`src/design/ffid_pkg.sv`:
```
// Package for the free-fall / impact detector: constants, types and
// the controller-to-datapath command and status structs. No dependencies.
package ffid_pkg;

   localparam int WarmupSamples = 20;
   localparam int FreefallMin   = 2;
   localparam int HoldLength    = 20;

   // ceil(2^23 / 5): warmup sum over 5 by multiply and shift, exact below 2^20
   localparam logic [20:0] WarmupRecip = 21'd1677722;

   // configuration register indexes
   localparam logic [2:0] RegCountShift = 3'd0;
   localparam logic [2:0] RegLowGRatio  = 3'd1;
   localparam logic [2:0] RegImpRatio   = 3'd2;
   localparam logic [2:0] RegImpMargin  = 3'd3;
   localparam logic [2:0] RegBaseFloor  = 3'd4;
   localparam logic [2:0] RegBaseAlpha  = 3'd5;
   localparam logic [2:0] RegImpWindow  = 3'd6;
   localparam logic [2:0] RegCooldown   = 3'd7;

   typedef enum logic [2:0] {
      ST_IDLE,
      ST_SQUARE,
      ST_SQRT,
      ST_MUL,
      ST_DECIDE,
      ST_OUT
   } state_type;

   typedef struct packed {
      logic load;     // capture sample, square axes
      logic sum;      // add squares, start root
      logic sqrt_step;
      logic mul;      // threshold products
      logic decide;   // update detector state
   } cmd_type;

   typedef struct packed {
      logic sqrt_done;
   } status_type;

endpackage

```
`src/design/ffid_ctrl.sv`:
```
// Controller state machine for the detector: sequences the datapath
// and runs the request/response handshake. Depends on ffid_pkg.
module ffid_ctrl (
   input  logic                  clock,
   input  logic                  reset,
   input  logic                  req_tvalid,
   output logic                  req_tready,
   output logic                  rsp_tvalid,
   input  logic                  rsp_tready,
   input  ffid_pkg::status_type  status,
   output ffid_pkg::cmd_type     cmd
);

   ffid_pkg::state_type state_ff, state_in;

   // state register
   always_ff @(posedge clock) begin
      if (reset) begin
         state_ff <= ffid_pkg::ST_IDLE;
      end else begin
         state_ff <= state_in;
      end
   end

   // next state and commands
   always_comb begin
      state_in   = state_ff;
      cmd        = '0;
      req_tready = 1'b0;
      rsp_tvalid = 1'b0;
      unique case (state_ff)
         ffid_pkg::ST_IDLE: begin
            req_tready = 1'b1;
            if (req_tvalid) begin
               cmd.load = 1'b1;
               state_in = ffid_pkg::ST_SQUARE;
            end
         end
         ffid_pkg::ST_SQUARE: begin
            cmd.sum  = 1'b1;
            state_in = ffid_pkg::ST_SQRT;
         end
         ffid_pkg::ST_SQRT: begin
            if (status.sqrt_done) begin
               state_in = ffid_pkg::ST_MUL;
            end else begin
               cmd.sqrt_step = 1'b1;
            end
         end
         ffid_pkg::ST_MUL: begin
            cmd.mul  = 1'b1;
            state_in = ffid_pkg::ST_DECIDE;
         end
         ffid_pkg::ST_DECIDE: begin
            cmd.decide = 1'b1;
            state_in   = ffid_pkg::ST_OUT;
         end
         ffid_pkg::ST_OUT: begin
            rsp_tvalid = 1'b1;
            if (rsp_tready) begin
               state_in = ffid_pkg::ST_IDLE;
            end
         end
         default: state_in = ffid_pkg::ST_IDLE;
      endcase
   end

endmodule

```
`config.mk`:
```
export PLATFORM = sky130hd
export DESIGN_NAME = ffid_ctrl
export DESIGN_NICKNAME = d
export VERILOG_FILES = /design/src/design/ffid_pkg.sv /design/src/design/ffid_ctrl.sv
export SDC_FILE = /design/constraint.sdc
export NUM_CORES = 1
export LEC_CHECK = 0
export BUFFER_PORTS_ARGS = -buffer_cell sky130_fd_sc_hd__buf_2
export CAP_MARGIN = 40
export CORE_AREA = 5 5 42 44
export DETAILED_ROUTE_END_ITERATION = 16
export DIE_AREA = 0 0 47 49
export HOLD_SLACK_MARGIN = 0.05
export PLACE_DENSITY = 0.34
export SLEW_MARGIN = 20
export SYNTH_ARGS = -nofsm -noshare
export SYNTH_HDL_FRONTEND = slang
export SYNTH_SLANG_ARGS = --single-unit
```
`constraint.sdc`:
```
create_clock -name clock -period 1.21 [get_ports clock]
set_input_delay 0.242 -clock clock [delete_from_list [all_inputs] [get_ports clock]]
set_output_delay 0.242 -clock clock [all_outputs]
set_load 0.01 [all_outputs]
```
==> results of run 1 <==
[metrics by stage]
step	hold WS (ns)	setup WS, ns	std cells	setup TNS, ns
after detailed placement	0.4381	0.03087	50	0
after global routing	0.2023	-0.1036	59	-0.3981
after global placement	0.4388	0.02801	50	0
final	0.1984	-0.06879	59	-0.1516
after floorplan	0.3111	0.06145	25	0
after CTS	0.1889	-0.06668	56	-0.1804
[worst max path at each step]
stage | startpoint | end | slack (ns) | depth (start not counted)
finish | state_ff[1] | cmd[1] | -0.07 | 3
CTS | state_ff[1] | cmd[4] | -0.07 | 3
detailed placement | state_ff[1] | cmd[2] | 0.03 | 3
global route | state_ff[1] | cmd[1] | -0.10 | 3
global placement | state_ff[1] | cmd[2] | 0.03 | 3
floorplan | state_ff[1] | cmd[2] | 0.06 | 3
[logic make-up (layout without fill, tap and decap cells)]
family / after synthesis / after routing / share of synthesized area, %
xor+xnor: 1 / 1 / 4.295
flops: 3 / 3 / 29.45
compound gates: 4 / 4 / 12.89
simple gates: 13 / 13 / 39.88
buf+inv: 4 / 22 / 13.49
[where the power goes]
group          switching [W]  internal (W)  total (W)  leakage [nW]
Sequential         0.0000279      0.000113   0.000141        0.0267
Combinational      0.0000597     0.0000863   0.000146         0.134
Clock              0.0000482      0.000123   0.000171        0.0150
[layout make-up]
class	count	area, µm²
clock buffer	4	26.28
fill	164	1041
inverter	1	3.754
multi-input combinational	18	133.9
sequential	3	71.32
tap	16	20.02
timing repair buffer	17	105.1
[cell usage after synthesis]
cell type | count | area, µm²
nand2_1 | 1 | 3.750
nand3_1 | 1 | 5.000
and3_1 | 1 | 6.260
nor3b_1 | 2 | 15.01
a21oi_1 | 1 | 5.000
nor4_1 | 1 | 6.260
buf_2 | 1 | 5.000
nor3_2 | 1 | 10.01
nor2_1 | 2 | 7.510
buf_4 | 1 | 7.510
and3b_1 | 1 | 8.760
or2b_1 | 1 | 7.510
xnor2_1 | 1 | 8.760
inv_1 | 1 | 3.750
a21o_1 | 1 | 7.510
and2_1 | 1 | 6.260
nor3_1 | 1 | 5.000
a31oi_1 | 1 | 6.260
buf_6 | 1 | 11.26
dfxtp_1 | 3 | 60.06
o21bai_1 | 1 | 7.510
[what timing repair did]
action	CTS	global route
gates resized for setup	7	7
setup endpoints to repair	7	6
pin swaps	3	2
buffers inserted	2	3
[layer usage]
metal	vias to the layer above	global-route usage [%]
met4	0	5.530
met3	0	1.476
met2	7	6.787
met5	-	0
li1	121	-
met1	99	4.835
[placed cells by master (no fill, tap or decap)]
| master | n |
|---|---|
| buf_2 | 11 |
| clkbuf_4 | 3 |
| buf_4 | 3 |
| dfxtp_4 | 3 |
| nor2_1 | 2 |
| buf_6 | 2 |
| nor3_4 | 1 |
| nor3b_2 | 1 |
| nor3b_1 | 1 |
| and3b_1 | 1 |
| inv_2 | 1 |
| nor4_2 | 1 |
| and3_1 | 1 |
| and2_1 | 1 |
| nand2_1 | 1 |
| a31oi_1 | 1 |
| xnor2_1 | 1 |
| nor3_1 | 1 |
| or2b_1 | 1 |
| o21bai_1 | 1 |
| a21o_1 | 1 |
| nand3_1 | 1 |
| a21oi_1 | 1 |
| clkbuf_1 | 1 |
| clkbuf_2 | 1 |
==> metrics.cfg, run 1 <==
[yosys]
synth-seq-area-share_pct = 29.45
synth_seq_cells = 3
netlist_instances = 25
synthDistinctLibCells = 21
yosysWarnings = 0
syn_area_um2 = 203.9
syn_area_per_cell_um2 = 8.158
synth_nets = 30

[global_routing]
grt_antenna_before_repair = 0
grt_pass1_vias = 203
grt_max_degree = 12
grtUsageTotal_pct = 4.789
grt_overflow = 0
grt_pass1_wl_um = 779

[floorplan]
die_w_um = 47
initial_core_util_pct = 14.55
dieArea_um2 = 2303
io_pins = 12
rows = 14
die_h_um = 49
core-area_um2 = 1401

[sta]
min_period_ns = 1.279
timing_hold_violations_final = 0
rsz0062_at_grt = yes
fin_crit_sh_pct = 105.7
fin_skew_ns = 0.003299
setup_viol = 5
slew_headroom_pct = 88.72
fmax_ghz = 0.7820
tightest_slew_ns = 0.1678
fin_ws_ns = -0.06879
drv_slew = 0

[worst_setup_path]
crit_slowest_cell = dfxtp_4
critPathMaxStageDelay_ns = 0.39
critPathTopFamily = flip-flops
crit_fanout = 6
reg2reg_slack_ns = 0
end_kind = primary output
reg2reg_to = state_ff[2]
path_cells = buf_6, and3b_1, buf_2
cp.required_ns = 0.97
r2r-start = state_ff[1]
r2r_cells = 6
cp_num_buf_inv = 2
crit_type = reg2out
startpoint_type = flip-flop
arrival_ns = 1.04

[layout]
fin_util_pct = 25.71
top_register = state_ff
largest_reg_flops = 3
final_area_um2 = 360.3
reg.largest.list = state_ff: 3 flops
area_growth_pct = 76.69
diodes = 0
drive_above_1_share_pct = 62.79
nNetsFinal = 49

[place]
dp_hpwl_um = 388
placed_area_um2 = 262.8
portBuffers = 11
gp_congestion = 0.6777

[hold_path]
hold_path.class = in2reg
hold_end = state_ff[1]
min_path_cells = 2
hold_start = reset

[drt]
routedWlPerCell_um = 9.610
wl_met3_um = 52
drt_pass1_iterations = 4
ant_nets = 0
vias_per_cell = 3.847
wl_met1_um = 223
dr_wl_met2_um = 290
wl_um = 567
top_layer = met3
num_vias = 227
drt_iter0_markers = 2
route.detailed.drc = 0

[clock_network]
cts_buffers = 3
cts.sinks = 3
path_clk_slew_ns = 0.04
clk_latency_ns = 0.23
cts_tree = done
clockRootBuffer = clkbuf_4
postCtsHoldBufs = 0
clk_path_buf_depth = 2
htreeDepth = 1

[power_and_ir_drop]
total_power_w = 0.0004586
peakVddDrop_mv = 0.5607
p_per_area_nw_per_um2 = 1273
power.leakage_nw = 0.1754

[run]
maxCapViolations = 0

[outcome]
status = complete, but fails checks
violations = setup timing

(Power assumes the default switching activity.)
==> run 2: changes to the inputs <==
- CORE_AREA: 5 5 42 44 -> 2 2 39 41
- DIE_AREA: 0 0 47 49 -> 0 0 41 43
- REMOVE_ABC_BUFFERS: not set -> 1
==> metrics.cfg, run 2 (synthesized netlist as in run 1, its figures left out) <==
[sta]
setup_tns_ns = -0.1206  ; +0.03103 ns
drv_slew = 0  ; unchanged
tightest_slew_ns = 0.1750  ; +0.007233 ns
setup_viol = 3  ; -2
rsz0062_at_grt = yes
fin_skew_ns = 0.0004745  ; -0.002825 ns
min_period_ns = 1.276  ; -0.002391 ns
fin_crit_sh_pct = 105.5  ; -0.20 points
slew_headroom_pct = 88.24  ; -0.49 points
fin_ws_ns = -0.06640  ; +0.002391 ns
timing_hold_violations_final = 0  ; unchanged
fmax_ghz = 0.7835  ; +0.19%
holdWs_ns = 0.2050  ; +0.006548 ns

[floorplan]
dieArea_um2 = 1763  ; -23%
die_w_um = 41  ; -13%
die_h_um = 43  ; -12%
initial_core_util_pct = 14.74  ; +0.18 points
rows = 14  ; unchanged
core-area_um2 = 1384  ; -1.2%
io_pins = 12  ; unchanged

[place]
portBuffers = 11  ; unchanged
gp_congestion = 0.7020  ; +3.6%
placed_area_um2 = 270.3  ; +2.9%
pre_cts_ws_ns = 0.05667  ; +0.02580 ns

[run]
maxCapViolations = 0  ; unchanged

[power_and_ir_drop]
peakVddDrop_mv = 0.4362  ; -22%
power.leakage_nw = 0.1674  ; -4.5%
p_per_area_nw_per_um2 = 1304  ; +2.5%

[clock_network]
clk_path_buf_depth = 2  ; unchanged
clockRootBuffer = clkbuf_4
path_clk_slew_ns = 0.04  ; about the same
cts.sinks = 3  ; unchanged
htreeDepth = 1  ; unchanged
postCtsHoldBufs = 0  ; unchanged
cts_tree = done
cts_buffers = 3  ; unchanged
clk_latency_ns = 0.23  ; about the same

[worst_setup_path]
crit_type = reg2out
critPathMaxStageDelay_ns = 0.33  ; -0.06 ns
critPathTopFamily = flip-flops
cp.required_ns = 0.97  ; about the same
arrival_ns = 1.03  ; about the same
path_cells = buf_6, nor3_4, and2_1, buf_2
crit_fanout = 4  ; -2
startpoint_type = flip-flop
cp_num_buf_inv = 2  ; unchanged
crit_slowest_cell = dfxtp_2
end_kind = primary output

[global_routing]
grt_pass1_vias = 218  ; +7.4%
grtUsageTotal_pct = 7.222  ; +2.4 points
grt_pass1_wl_um = 855  ; +9.8%
grt_overflow = 0  ; unchanged
grt_antenna_before_repair = 0  ; unchanged
grt_max_degree = 11  ; -1

[layout]
nNetsFinal = 47  ; -4.1%
top_register = state_ff
reg.largest.list = state_ff: 3 flops
diodes = 0  ; unchanged
final_common_cell = buf_2
drive_above_1_share_pct = 60.98  ; -1.8 points
n_fill_cell = 157  ; -4.3%
largest_reg_flops = 3  ; unchanged
area_growth_pct = 69.94
final_area_um2 = 346.6  ; -3.8%
layout_common_cells = 11 x buf_2, 3 x clkbuf_4, 3 x buf_4

[drt]
wl_um = 537  ; -5.3%
drt_iter0_markers = 3  ; +1
ant_nets = 0  ; unchanged
route.detailed.drc = 0  ; unchanged
vias_per_cell = 3.912  ; +1.7%
routedWlPerCell_um = 9.421  ; -2.0%
num_vias = 223  ; -1.8%
drt_pass1_iterations = 4  ; unchanged

[outcome]
violations = setup timing
status = complete, but fails checks

[hold_path]
hold_path.class = in2reg

run 2: cell types whose count changed in the layout (fill, tap and decap cells not counted), sizes merged:
cell / change
clkbuf: -1
buf: -1
run 2: timing repair:
action,4_1_cts,5_1_grt
pin swaps,3,2
endpoints found under the setup margin,7,7
buffers inserted,2,0
resized for setup,10,2
gates cloned,0,0
run 2: area by class of cell:
class	count	area [µm²]	area share [%]
Timing Repair Buffer	15	88.84	25.63
Tap cell	16	20.02	5.776
Inverter	1	3.754	1.083
Clock buffer	4	26.28	7.581
Multi-Input combinational cell	18	138.9	40.07
Sequential cell	3	68.82	19.86
run 2: worst register-to-register path, stage by stage, from the launching register on:
cell     delay (ns)
dfxtp_4        0.38
buf_4          0.14
or2b_1         0.22
a21o_1         0.17
a21oi_1        0.11
run 2: final timing paths:
kind	start	to	slack, ns	depth (start not counted)
setup reg to reg	state_ff[2]	state_ff[0]	0.10	4
hold / removal	reset	state_ff[0]	0.20	2
setup / recovery	state_ff[1]	cmd[4]	-0.07	4
hold reg to reg	state_ff[2]	state_ff[1]	0.62	2
run 2: power breakdown:
part	total, W	leakage (nW)	switching, W	internal, W
sequential	0.000135	0.0264	0.0000225	0.000112
combinational	0.000146	0.126	0.0000642	0.0000822
clock	0.000171	0.0150	0.0000472	0.000123
total	0.000452	0.167	0.000134	0.000318
run 2: layer usage:
| metal | routed length, µm | global-route usage, % |
|---|---|---|
| met1 | 249 | 9.615 |
| met2 | 215 | 9.375 |
| met3 | 71 | 1.571 |
| met4 | 0 | 6.000 |
| met5 | 0 | 0 |
run 2: metrics by stage:
stage               std cells  utilization (%)  total power (W)
finish                     57            25.05        0.0004519
floorplan                  22                -        0.0001972
CTS                        57            24.50        0.0004637
detailed placement         51            19.53        0.0002562
global route               57            25.05        0.0004886
global placement           51            19.53        0.0002550
